==> config.mk <==
export PLATFORM = sky130hd
export DESIGN_NAME = multi_input_heartbeat_watchdog
export DESIGN_NICKNAME = d
export VERILOG_FILES = /design/src/sv/hbw_pkg.sv /design/src/sv/hbw_ram.sv /design/src/sv/hbw_regs.sv /design/src/sv/hbw_ctrl.sv /design/src/sv/multi_input_heartbeat_watchdog.sv
export SDC_FILE = /design/constraint.sdc
export NUM_CORES = 2
export LEC_CHECK = 0
export BUFFER_PORTS_ARGS = -buffer_cell sky130_fd_sc_hd__buf_2
export CORE_MARGIN = 10
export CORE_UTILIZATION = 60
export CTS_CLUSTER_DIAMETER = 150
export CTS_CLUSTER_SIZE = 12
export DETAILED_ROUTE_END_ITERATION = 8
export PLACE_DENSITY_LB_ADDON = 0.12
export SLEW_MARGIN = 20
export SYNTH_ARGS = -nofsm -noshare
export SYNTH_HDL_FRONTEND = slang
export SYNTH_SLANG_ARGS = --single-unit
==> constraint.sdc <==
create_clock -name aclk -period 8.5 [get_ports aclk]
set_input_delay 1.7 -clock aclk [delete_from_list [all_inputs] [get_ports aclk]]
set_output_delay 1.7 -clock aclk [all_outputs]
set_load 0.005 [all_outputs]
==> src/sv/hbw_pkg.sv <==
// shared types, constants and codes for the heartbeat watchdog
package hbw_pkg;

    localparam int CHAN_COUNT  = 32;
    localparam int CH_BITS     = $clog2(CHAN_COUNT);
    localparam int CNT_BITS    = CH_BITS + 1;
    localparam int TIME_BITS   = 40;
    localparam int PERIOD_BITS = 30;
    localparam int ACT_BITS    = 6;
    localparam int ADDR_BITS   = 3;

    localparam logic [PERIOD_BITS-1:0] PERIOD_RESET = PERIOD_BITS'(1000000);
    localparam logic [ACT_BITS-1:0]    ACTIVE_RESET = ACT_BITS'(32);

    // register index, taken from paddr[2]
    localparam logic REG_PERIOD = 1'b0;
    localparam logic REG_ACTIVE = 1'b1;

    // command codes
    localparam logic [1:0] CMD_TICK    = 2'd0;
    localparam logic [1:0] CMD_SERVICE = 2'd1;
    localparam logic [1:0] CMD_LOAD    = 2'd2;

    typedef struct packed {
        logic [1:0]           command;
        logic [31:0]          levels;
        logic                 enable;
        logic [4:0]           channel;
        logic [TIME_BITS-1:0] timeout_ns;
    } in_t;

    typedef struct packed {
        logic        ok;
        logic [31:0] expired_mask;
    } out_t;

    typedef struct packed {
        logic [PERIOD_BITS-1:0] period_ns;
        logic [CNT_BITS-1:0]    n_mon;
    } cfg_t;

    typedef enum logic [1:0] {
        ST_IDLE,
        ST_SWEEP,
        ST_DRAIN,
        ST_FINISH
    } state_t;

endpackage

==> src/sv/hbw_ram.sv <==
// simple dual-port ram, one write and one registered read per cycle
module hbw_ram #(
    parameter int DEPTH = 32,
    parameter int WIDTH = 40
) (
    input  logic                     aclk,
    input  logic                     we,
    input  logic [$clog2(DEPTH)-1:0] waddr,
    input  logic [WIDTH-1:0]         wdata,
    input  logic                     re,
    input  logic [$clog2(DEPTH)-1:0] raddr,
    output logic [WIDTH-1:0]         rdata
);

    logic [WIDTH-1:0] mem [DEPTH];
    logic [WIDTH-1:0] rdata_reg;

    always_ff @(posedge aclk) begin
        if (we) begin
            mem[waddr] <= wdata;
        end
    end

    always_ff @(posedge aclk) begin
        if (re) begin
            rdata_reg <= mem[raddr];
        end
    end

    assign rdata = rdata_reg;

endmodule

==> src/sv/hbw_regs.sv <==
// apb configuration registers: tick period and monitored channel count
module hbw_regs (
    input  logic                         aclk,
    input  logic                         aresetn,
    input  logic                         psel,
    input  logic                         penable,
    input  logic                         pwrite,
    input  logic [hbw_pkg::ADDR_BITS-1:0] paddr,
    input  logic [31:0]                  pwdata,
    output logic [31:0]                  prdata,
    output logic                         pready,
    output hbw_pkg::cfg_t                cfg
);
    import hbw_pkg::*;

    logic [PERIOD_BITS-1:0] period_reg;
    logic [ACT_BITS-1:0]    active_reg;
    logic                   wr_en;

    assign wr_en  = psel && penable && pwrite;
    assign pready = 1'b1;

    always_ff @(posedge aclk) begin
        if (!aresetn) begin
            period_reg <= PERIOD_RESET;
            active_reg <= ACTIVE_RESET;
        end else if (wr_en) begin
            if (paddr[2] == REG_PERIOD) begin
                period_reg <= pwdata[PERIOD_BITS-1:0];
            end else begin
                active_reg <= pwdata[ACT_BITS-1:0];
            end
        end
    end

    always_comb begin
        if (paddr[2] == REG_ACTIVE) begin
            prdata = {{(32-ACT_BITS){1'b0}}, active_reg};
        end else begin
            prdata = {{(32-PERIOD_BITS){1'b0}}, period_reg};
        end
    end

    // monitored count saturates at the channel count
    always_comb begin
        cfg.period_ns = period_reg;
        if (active_reg > ACT_BITS'(CHAN_COUNT)) begin
            cfg.n_mon = CNT_BITS'(CHAN_COUNT);
        end else begin
            cfg.n_mon = CNT_BITS'(active_reg);
        end
    end

endmodule

==> src/sv/hbw_ctrl.sv <==
// command sequencer: sweeps the channel memories one entry per cycle
module hbw_ctrl (
    input  logic          aclk,
    input  logic          aresetn,
    input  hbw_pkg::cfg_t cfg,
    input  logic          s_valid,
    output logic          s_ready,
    input  hbw_pkg::in_t  s_payload,
    output logic          m_valid,
    input  logic          m_ready,
    output hbw_pkg::out_t m_payload
);
    import hbw_pkg::*;

    state_t state_reg, state_next;

    logic                  accept;
    logic                  start_sweep;
    logic                  tick_run;
    logic                  svc_run;
    logic                  last_issue;
    logic                  rd_en;
    logic                  out_load;

    logic [CNT_BITS-1:0]   cnt_reg;
    logic                  rd_vld_reg;
    logic [CH_BITS-1:0]    rd_idx_reg;
    logic                  tick_mode_reg;
    logic [31:0]           levels_reg;
    logic [31:0]           expired_reg;
    logic                  ok_reg;
    logic                  prev_en_reg;
    logic [CHAN_COUNT-1:0] last_level_reg;
    logic [CHAN_COUNT-1:0] rem_vld_reg;
    logic [CHAN_COUNT-1:0] rel_vld_reg;
    logic                  rem_vq_reg;
    logic                  rel_vq_reg;
    logic                  m_valid_reg;
    out_t                  m_payload_reg;

    logic [TIME_BITS-1:0]  rem_rdata, rel_rdata;
    logic [TIME_BITS-1:0]  rem_cur, rel_cur, period_ext, rem_new;
    logic                  rel_we;
    logic                  lvl, changed, under, exp_hit;

    assign accept   = s_valid && s_ready;
    assign tick_run = (s_payload.command == CMD_TICK) && s_payload.enable && ok_reg;
    assign svc_run  = (s_payload.command == CMD_SERVICE) && !ok_reg
                      && s_payload.enable && !prev_en_reg;
    assign start_sweep = (tick_run || svc_run) && (cfg.n_mon != '0);
    assign last_issue  = (cnt_reg + CNT_BITS'(1)) == cfg.n_mon;
    assign rel_we      = accept && (s_payload.command == CMD_LOAD);

    // next state
    always_comb begin
        state_next = state_reg;
        case (state_reg)
            ST_IDLE: begin
                if (s_valid) begin
                    state_next = start_sweep ? ST_SWEEP : ST_FINISH;
                end
            end
            ST_SWEEP: begin
                if (last_issue) begin
                    state_next = ST_DRAIN;
                end
            end
            ST_DRAIN: begin
                state_next = ST_FINISH;
            end
            ST_FINISH: begin
                if (!m_valid_reg || m_ready) begin
                    state_next = ST_IDLE;
                end
            end
            default: begin
                state_next = ST_IDLE;
            end
        endcase
    end

    // state outputs
    always_comb begin
        s_ready  = 1'b0;
        rd_en    = 1'b0;
        out_load = 1'b0;
        case (state_reg)
            ST_IDLE: begin
                s_ready = 1'b1;
            end
            ST_SWEEP: begin
                rd_en = 1'b1;
            end
            ST_FINISH: begin
                out_load = !m_valid_reg || m_ready;
            end
            default: begin
            end
        endcase
    end

    hbw_ram #(.DEPTH(CHAN_COUNT), .WIDTH(TIME_BITS)) u_rem_ram (
        .aclk  (aclk),
        .we    (rd_vld_reg),
        .waddr (rd_idx_reg),
        .wdata (rem_new),
        .re    (rd_en),
        .raddr (cnt_reg[CH_BITS-1:0]),
        .rdata (rem_rdata)
    );

    hbw_ram #(.DEPTH(CHAN_COUNT), .WIDTH(TIME_BITS)) u_rel_ram (
        .aclk  (aclk),
        .we    (rel_we),
        .waddr (s_payload.channel),
        .wdata (s_payload.timeout_ns),
        .re    (rd_en),
        .raddr (cnt_reg[CH_BITS-1:0]),
        .rdata (rel_rdata)
    );

    // entries never written read as zero
    assign rem_cur    = rem_vq_reg ? rem_rdata : '0;
    assign rel_cur    = rel_vq_reg ? rel_rdata : '0;
    assign period_ext = TIME_BITS'(cfg.period_ns);
    assign lvl        = levels_reg[rd_idx_reg];
    assign changed    = lvl != last_level_reg[rd_idx_reg];
    assign under      = period_ext > rem_cur;
    assign exp_hit    = tick_mode_reg && !changed && under;

    always_comb begin
        if (!tick_mode_reg || changed) begin
            rem_new = rel_cur;
        end else if (under) begin
            rem_new = '0;
        end else begin
            rem_new = rem_cur - period_ext;
        end
    end

    always_ff @(posedge aclk) begin
        if (!aresetn) begin
            state_reg      <= ST_IDLE;
            cnt_reg        <= '0;
            rd_vld_reg     <= 1'b0;
            ok_reg         <= 1'b0;
            prev_en_reg    <= 1'b0;
            last_level_reg <= '0;
            rem_vld_reg    <= '0;
            rel_vld_reg    <= '0;
            m_valid_reg    <= 1'b0;
        end else begin
            state_reg  <= state_next;
            rd_vld_reg <= rd_en;
            if (rd_en) begin
                cnt_reg <= cnt_reg + CNT_BITS'(1);
            end else if (state_reg == ST_IDLE) begin
                cnt_reg <= '0;
            end
            if (accept && (s_payload.command == CMD_SERVICE)) begin
                prev_en_reg <= s_payload.enable;
                if (svc_run) begin
                    ok_reg <= 1'b1;
                end
            end
            if (rel_we) begin
                rel_vld_reg[s_payload.channel] <= 1'b1;
            end
            if (rd_vld_reg) begin
                rem_vld_reg[rd_idx_reg] <= 1'b1;
                if (tick_mode_reg) begin
                    last_level_reg[rd_idx_reg] <= lvl;
                end
                if (exp_hit) begin
                    ok_reg <= 1'b0;
                end
            end
            if (out_load) begin
                m_valid_reg <= 1'b1;
            end else if (m_ready) begin
                m_valid_reg <= 1'b0;
            end
        end
    end

    // payload registers
    always_ff @(posedge aclk) begin
        rd_idx_reg <= cnt_reg[CH_BITS-1:0];
        rem_vq_reg <= rem_vld_reg[cnt_reg[CH_BITS-1:0]];
        rel_vq_reg <= rel_vld_reg[cnt_reg[CH_BITS-1:0]];
        if (accept) begin
            tick_mode_reg <= s_payload.command == CMD_TICK;
            levels_reg    <= s_payload.levels;
            expired_reg   <= '0;
        end else if (rd_vld_reg && exp_hit) begin
            expired_reg[rd_idx_reg] <= 1'b1;
        end
        if (out_load) begin
            m_payload_reg.ok           <= ok_reg;
            m_payload_reg.expired_mask <= expired_reg;
        end
    end

    assign m_valid   = m_valid_reg;
    assign m_payload = m_payload_reg;

endmodule

==> src/sv/multi_input_heartbeat_watchdog.sv <==
// Multi-channel heartbeat watchdog, top level.
//
// Input channel s_*: one command per transfer (tick, service, load timeout).
// Result channel m_*: exactly one result per command, the ok flag after the
// command and the mask of channels that ran out during a tick.
// APB port: period_ns at 0x0, active_inputs at 0x4, write only while idle.
//
// Flow: a load, a skipped tick or a service that re-arms nothing goes
// straight to the finish state, as does any command with no channel
// monitored. A running tick or a re-arming service walks the monitored
// channels (n, 1 to 32) through the time memories, one channel per cycle,
// then passes the drain and finish states before its result is loaded. The
// single read port of each memory sets this pace. One command is in flight
// at a time; s_ready returns once the result sits in the output register,
// so a new command can be taken while the result still waits for
// m_ready.
// Reset: all times, levels and the ok flag read as zero, period is 1 ms and
// all 32 channels are monitored; ok needs a service with a rising enable.
// A stalled receiver holds the result and blocks the next command's finish.
module multi_input_heartbeat_watchdog (
    input  logic                          aclk,
    input  logic                          aresetn,
    input  logic                          s_valid,
    output logic                          s_ready,
    input  hbw_pkg::in_t                  s_payload,
    output logic                          m_valid,
    input  logic                          m_ready,
    output hbw_pkg::out_t                 m_payload,
    input  logic                          psel,
    input  logic                          penable,
    input  logic                          pwrite,
    input  logic [hbw_pkg::ADDR_BITS-1:0] paddr,
    input  logic [31:0]                   pwdata,
    output logic [31:0]                   prdata,
    output logic                          pready
);
    import hbw_pkg::*;

    cfg_t cfg;

    hbw_regs u_regs (
        .aclk    (aclk),
        .aresetn (aresetn),
        .psel    (psel),
        .penable (penable),
        .pwrite  (pwrite),
        .paddr   (paddr),
        .pwdata  (pwdata),
        .prdata  (prdata),
        .pready  (pready),
        .cfg     (cfg)
    );

    hbw_ctrl u_ctrl (
        .aclk      (aclk),
        .aresetn   (aresetn),
        .cfg       (cfg),
        .s_valid   (s_valid),
        .s_ready   (s_ready),
        .s_payload (s_payload),
        .m_valid   (m_valid),
        .m_ready   (m_ready),
        .m_payload (m_payload)
    );

endmodule

**Yosys cells after proc, flatten, opt, wreduce, memory -nomap -nowiden**

Memories as Yosys holds them, arrays and structs flattened. A register that Yosys moved wholly into a read port is not among the register bits.
Index checks and enable logic that the tools add are counted.

- Flip-flop bits (word level): 249
- Bits in writable memories: 2560
- Input bits: 122
- Output and inout bits: 68
- Word-level logic and storage cells: 116
- Memories: 2

- Add/sub/neg operators: 2
- $lt $le $gt $ge: 7
- Eq/ne operators: 10
- Mux-type cells: 39
- Bitwise operators: 4
- Reductions and logical operators: 33

Memories:

| name | depth | bits a word | read ports | clocked after Yosys merged registers in | wr ports | line | text |
|---|---|---|---|---|---|---|---|
| u_ctrl.u_rel_ram.mem | 32 | 40 | 1 | 1 | 1 | hbw_ram.sv:15 | `logic [WIDTH-1:0] mem [DEPTH];` |
| u_ctrl.u_rem_ram.mem | 32 | 40 | 1 | 1 | 1 | hbw_ram.sv:15 |  |

Operators with widths:

| operator | number |
|---|---|
| two-way mux 40 bit | 4 |
| OR 32 bit | 3 |
| > comparator 30 x 40 -> 1 bit | 1 |
| subtractor 40 x 30 -> 40 bit | 1 |
| bitwise mux 32 bit | 1 |
| two-way mux 30 bit | 1 |
| binary-select mux 1 bit (select 5 bit) | 4 |
| two-way mux 1 bit | 19 |
| < comparator 5 x 6 -> 1 bit, second input constant | 3 |
| two-way mux 6 bit | 3 |
| logical AND 1 bit | 16 |
| demux 1 bit (select 5 bit) | 2 |
| >= comparator 5 x 1 -> 1 bit, second input constant | 2 |
| two-way mux 2 bit | 4 |
| one-hot mux 2 bit (4 select lines) | 1 |
| adder 6 x 1 -> 6 bit, second input constant | 1 |
| equality test 2 bit, second input constant | 3 |
| equality test 6 bit | 1 |
| > comparator 6 bit, second input constant | 1 |
| AND reduction 2 bit | 3 |
| nonzero test 6 bit | 1 |
| logical NOT 1 bit | 5 |
| equality test 2 x 1 -> 1 bit, second input constant | 2 |
| logical NOT 2 bit | 2 |
| 7 further kinds | 11 |

**Longest topological paths before layout**

- Word-level depth: 9
- Gate-level depth with buffers: 17

**Hierarchy**

Synthesis repeated with hierarchy kept, for this count alone.

- Cells, all modules: 7050
- Area total of the unflattened synthesis: 115164.2 um2

Modules (own cells, without submodules):

| module | instances | cells an instance | area each (um2) | sequential area each (um2) |
|---|---|---|---|---|
| hbw_ram | 2 | 2813 | 50965.1 | 39638.0 |
| hbw_ctrl | 1 | 1228 | 11482.3 | 4924.7 |
| hbw_regs | 1 | 196 | 1751.7 | 720.7 |

**Worst setup path before layout**

Ideal clock, no wire load.

- Path kind: input -> register
- Start point: in s_valid
- End point: mem u_ctrl.u_rel_ram.mem[12][0] (enable)
- Setup time: 439 ps
- Arrival: 4403 ps
- Path slack: 3658 ps
- Stages on the path: 6
- Buffers on the path: 2
- Path through: and2_1 > clkbuf_1 > nand3b_1 > or3_1 > clkbuf_1 > nor2_1

- Longest elaborated chain between the ends: 4

Ends and longest elaborated chain:

| element | line | text |
|---|---|---|
| start, declared | multi_input_heartbeat_watchdog.sv:23 | `input logic s_valid,` |
| logical AND 1 bit | hbw_ctrl.sv:46 | `assign accept = s_valid && s_ready;` |
| logical AND 1 bit | hbw_ctrl.sv:52 | `assign rel_we = accept && (s_payload.command == CMD_LOAD);` |
| two-way mux 1 bit | hbw_ram.sv:19 | `if (we) begin` |
| two-way mux 1 bit (implied by the code) | hbw_ram.sv:20 | `mem[waddr] <= wdata;` |
| end, declared | hbw_ram.sv:15 |  |

No other way between the ends.

**Worst setup path in the final report**

- Start point: reg u_ctrl.rem_vq_reg
- End point: mem u_ctrl.u_rem_ram.mem[3][6] (data pin)

- Longest elaborated chain between the ends: 4

Ends and longest elaborated chain:

| element | line | text |
|---|---|---|
| start, declared | hbw_ctrl.sv:36 | `logic rem_vq_reg;` |
| start signal, assigned | hbw_ctrl.sv:189 | `rem_vq_reg <= rem_vld_reg[cnt_reg[CH_BITS-1:0]];` |
| two-way mux 40 bit (*) | hbw_ctrl.sv:123 | `assign rem_cur = rem_vq_reg ? rem_rdata : '0;` |
| subtractor 40 x 30 -> 40 bit or > comparator 30 x 40 -> 1 bit (tied branches) | hbw_ctrl.sv:137, hbw_ctrl.sv:128 |  |
| two-way mux 40 bit (*) | hbw_ctrl.sv:134 | `end else if (under) begin` |
| two-way mux 40 bit (*) | hbw_ctrl.sv:132 | `if (!tick_mode_reg \|\| changed) begin` |
| net u_ctrl.rem_new[6] | hbw_ctrl.sv:42 | `logic [TIME_BITS-1:0] rem_cur, rel_cur, period_ext, rem_new;` |
| end, declared | hbw_ram.sv:15 |  |

Mark *: on every way through the listed nets, which the timed path passes. The rest lies on a longest branch.

==> results.json <==
{
  "status": "finished clean",
  "core_mm2": 0.185,
  "drv_cap": 0,
  "rsz0062_at_grt": "no",
  "grt_max_degree": 135,
  "ir_drop_mv": 0.184,
  "synthCells": 5077,
  "rr_startpoint": "u_ctrl.rem_vq_reg$_DFF_P_",
  "startpoint_type": "register",
  "cts_tree": "done",
  "tightest_slew_ps": 1180,
  "drive_above_1_share_pct": 29.0,
  "clk_pin_slew_ps": 60,
  "slowest_stage": "a22o_1",
  "design_area_mm2": 0.124,
  "seq_area_mm2": 0.0849,
  "reg2reg_depth": 14,
  "ctsResizeCount": 0,
  "worst-setup-path-type": "register to register",
  "fp.dieH_um": 451,
  "post_drt_wl_per_cell_um": 34.9,
  "synth_ff_type": "edfxtp_1",
  "tns_ps": 0,
  "grt_pass1_vias": 54400,
  "relSlewSlack_pct": 20.9,
  "netlist_area_mm2": 0.112,
  "drt_pass1_iterations": 5,
  "cts_max_level": 5,
  "reg_top3": "u_ctrl.u_rel_ram.mem (1280), u_ctrl.u_rem_ram.mem (1280)",
  "cts_buffer_depth": 4,
  "ff2ff_setup_slack_ps": 2740,
  "vias": 53600,
  "die_area_mm2": 0.204,
  "cp_cell_sequence": "nand2_1 -> ha_1 -> inv_1 -> fa_1 -> a211oi_1 -> o21ai_0 -> buf_4 -> nand3_1 -> a31oi_1 -> o31a_1 -> o21a_1 -> buf_4 -> buf_4 -> a22o_1",
  "finalWeightedCongestion": 0.839,
  "critPathMaxStageDelay_ps": 860,
  "final_nets": 5547,
  "numCtsBuffers": 290,
  "fin_crit_sh_pct": 67.7,
  "async_reset_ff_share_pct": 0,
  "fillers": 11800,
  "hold_end": "u_ctrl.m_payload[0]$_DFFE_PP_",
  "rr_endpoint": "u_ctrl.u_rem_ram.mem[3][6]$_DFFE_PP_",
  "whs_path_depth": 0,
  "synth_xor_xnor_area_share_pct": 0.306,
  "hold_buffers": 0,
  "required_ps": 9040,
  "synth_mux_area_share_pct": 17.8,
  "cp_data_arrival_time_ps": 6300,
  "row_count": 158,
  "areaGrowthSynthToFinish_pct": 11.1,
  "synth_top_family_by_area": "multiplexers",
  "ys_seq_elements": 2889,
  "finalHoldViolCount": 0,
  "drcViolationCount": 0,
  "synth-compound-area-share_pct": 2.15,
  "antenna_found_initial": 29,
  "io_buffers": 182,
  "grt_use_total_pct": 27.3,
  "dp.final_hpwl_um": 151000,
  "skew_ps": 48.0,
  "dpl-instance-area_mm2": 0.116,
  "final_common_cell": "edfxtp_1",
  "hold_ws_ps": 427,
  "crit_path_frequent_cell": "buf_4",
  "post-route-util_pct": 67.0,
  "grt-ovfl-total": 0,
  "end_kind": "register",
  "power_w": 0.0318,
  "cts_sinks": 2889,
  "yosys.area_share.adder_pct": 0.433,
  "routed_wl_um": 279000,
  "ys_seq_area_share_pct": 76.1,
  "via_per_inst": 6.71,
  "fp.dieW_um": 451,
  "layout_common_cells": "2706 x edfxtp_1, 820 x mux4_2, 297 x clkbuf_16, 181 x buf_2, 176 x dfxtp_1",
  "setup_violations": 0,
  "cts-root-buf": "clkbuf_16",
  "crit_fanout": 32,
  "hold_class": "register to register",
  "synthDistinctLibCells": 63,
  "p_per_area_mw_per_mm2": 257,
  "synthSimpleGateAreaFrac_pct": 2.01,
  "grt_pass1_wl_um": 399000,
  "hold_start": "u_ctrl.expired_reg[0]$_SDFFE_PP0P_",
  "finalCriticalPeriod_ps": 5760,
  "post-cts-setup-buffers": 0,
  "synth_edf_count": 2706,
  "ios": 190,
  "yosysWarnings": 0,
  "start_util_pct": 60.3,
  "drtAntennaViolNets": 0,
  "leakagePower_nw": 37.5,
  "synth.avg_cell_area_um2": 22.0,
  "clk_latency_ps": 930,
  "multi_input_area_mm2": 0.0259,
  "fmax_mhz": 174,
  "finalMaxSlewViolations": 0,
  "first_iter_violations": 6325
}
## stage by stage
step | setup WS, ps | instances
floorplan | 3660 | 5078
global placement | 2850 | 7572
detailed placement | 2820 | 7574
CTS | 2760 | 7972
global route | 2520 | 7976
finish | 2740 | 7980
## cell usage after synthesis (7+ instances only)
cell	instances	area, µm²
nor3b_1	7	52.6
mux2i_1	46	460
xnor2_1	21	184
o21a_1	69	518
mux2_2	85	957
a22o_1	35	307
nand3_1	49	245
buf_1	61	229
dfxtp_1	183	3660
nor2b_1	18	113
buf_2	23	115
nand2_1	172	646
ha_1	37	463
inv_1	41	154
nor2_1	156	586
clkbuf_1	187	702
mux4_2	820	18500
and3_1	8	50.1
o21ai_0	33	165
and2_1	36	225
xor2_1	18	158
a21boi_0	57	428
o22ai_1	16	100
nand3b_1	10	75.1
o211ai_1	10	75.1
edfxtp_1	2706	81300
a21oi_1	79	395
## final cells by class
| type | instances | area share [%] |
|---|---|---|
| flip-flops and latches | 2889 | 68.6 |
| multi-input cells | 1871 | 20.9 |
| clock buffers | 392 | 6.29 |
| well taps | 2480 | 2.50 |
| repair buffers | 294 | 1.56 |
| inverters | 41 | 0.124 |
| clock inverters | 6 | 0.0394 |
| diodes | 7 | 0.0141 |
## worst max path at each step
| stage | cells past startpoint | from | to | slack, ps |
|---|---|---|---|---|
| floorplan | 6 | s_valid | u_ctrl.u_rel_ram.mem[12][0]$_DFFE_PP_ | 3660 |
| global route | 14 | u_ctrl.rem_vq_reg$_DFF_P_ | u_ctrl.u_rem_ram.mem[11][6]$_DFFE_PP_ | 2520 |
| CTS | 14 | u_ctrl.rem_vq_reg$_DFF_P_ | u_ctrl.u_rem_ram.mem[3][6]$_DFFE_PP_ | 2760 |
| detailed placement | 13 | u_ctrl.rem_vq_reg$_DFF_P_ | u_ctrl.u_rem_ram.mem[27][27]$_DFFE_PP_ | 2820 |
| finish | 14 | u_ctrl.rem_vq_reg$_DFF_P_ | u_ctrl.u_rem_ram.mem[3][6]$_DFFE_PP_ | 2740 |
| global placement | 13 | u_ctrl.rem_vq_reg$_DFF_P_ | u_ctrl.u_rem_ram.mem[26][27]$_DFFE_PP_ | 2850 |
## cells by family (layout without fill, tap and decap cells)
| family | after synthesis | in the layout |
|---|---|---|
| buffers and inverters | 318 | 733 |
| AOI/OAI and AO/OA | 348 | 348 |
| other | 2 | 10 |
| adders and majority gates | 38 | 38 |
| DFF | 2889 | 2889 |
| xor gates and xnor gates | 39 | 39 |
| muxes | 951 | 951 |
| and+or+nand+nor | 492 | 492 |
## where the power goes
part	internal, W	switching [W]
registers	0.0162	0.000220
logic	0.00180	0.00228
clock network	0.00631	0.00495
total	0.0243	0.00746
## routing by layer
layer	track usage, %	part of all wire [%]
met1	36.1	37
met2	46.3	51
met3	4.87	7.8
met4	9.33	3.7
met5	0	0.042
## worst max-delay path: cells and delay by family, from the launching register on
| kind | cells | cell delay [ps] |
|---|---|---|
| AND/OR/NAND/NOR | 2 | 180 |
| buffers and inverters | 4 | 970 |
| flip-flops | 1 | 430 |
| AO/OA/AOI/OAI | 6 | 3330 |
| adder cells (fa/ha/maj) | 2 | 430 |
Power figures use the tool's default switching activity.
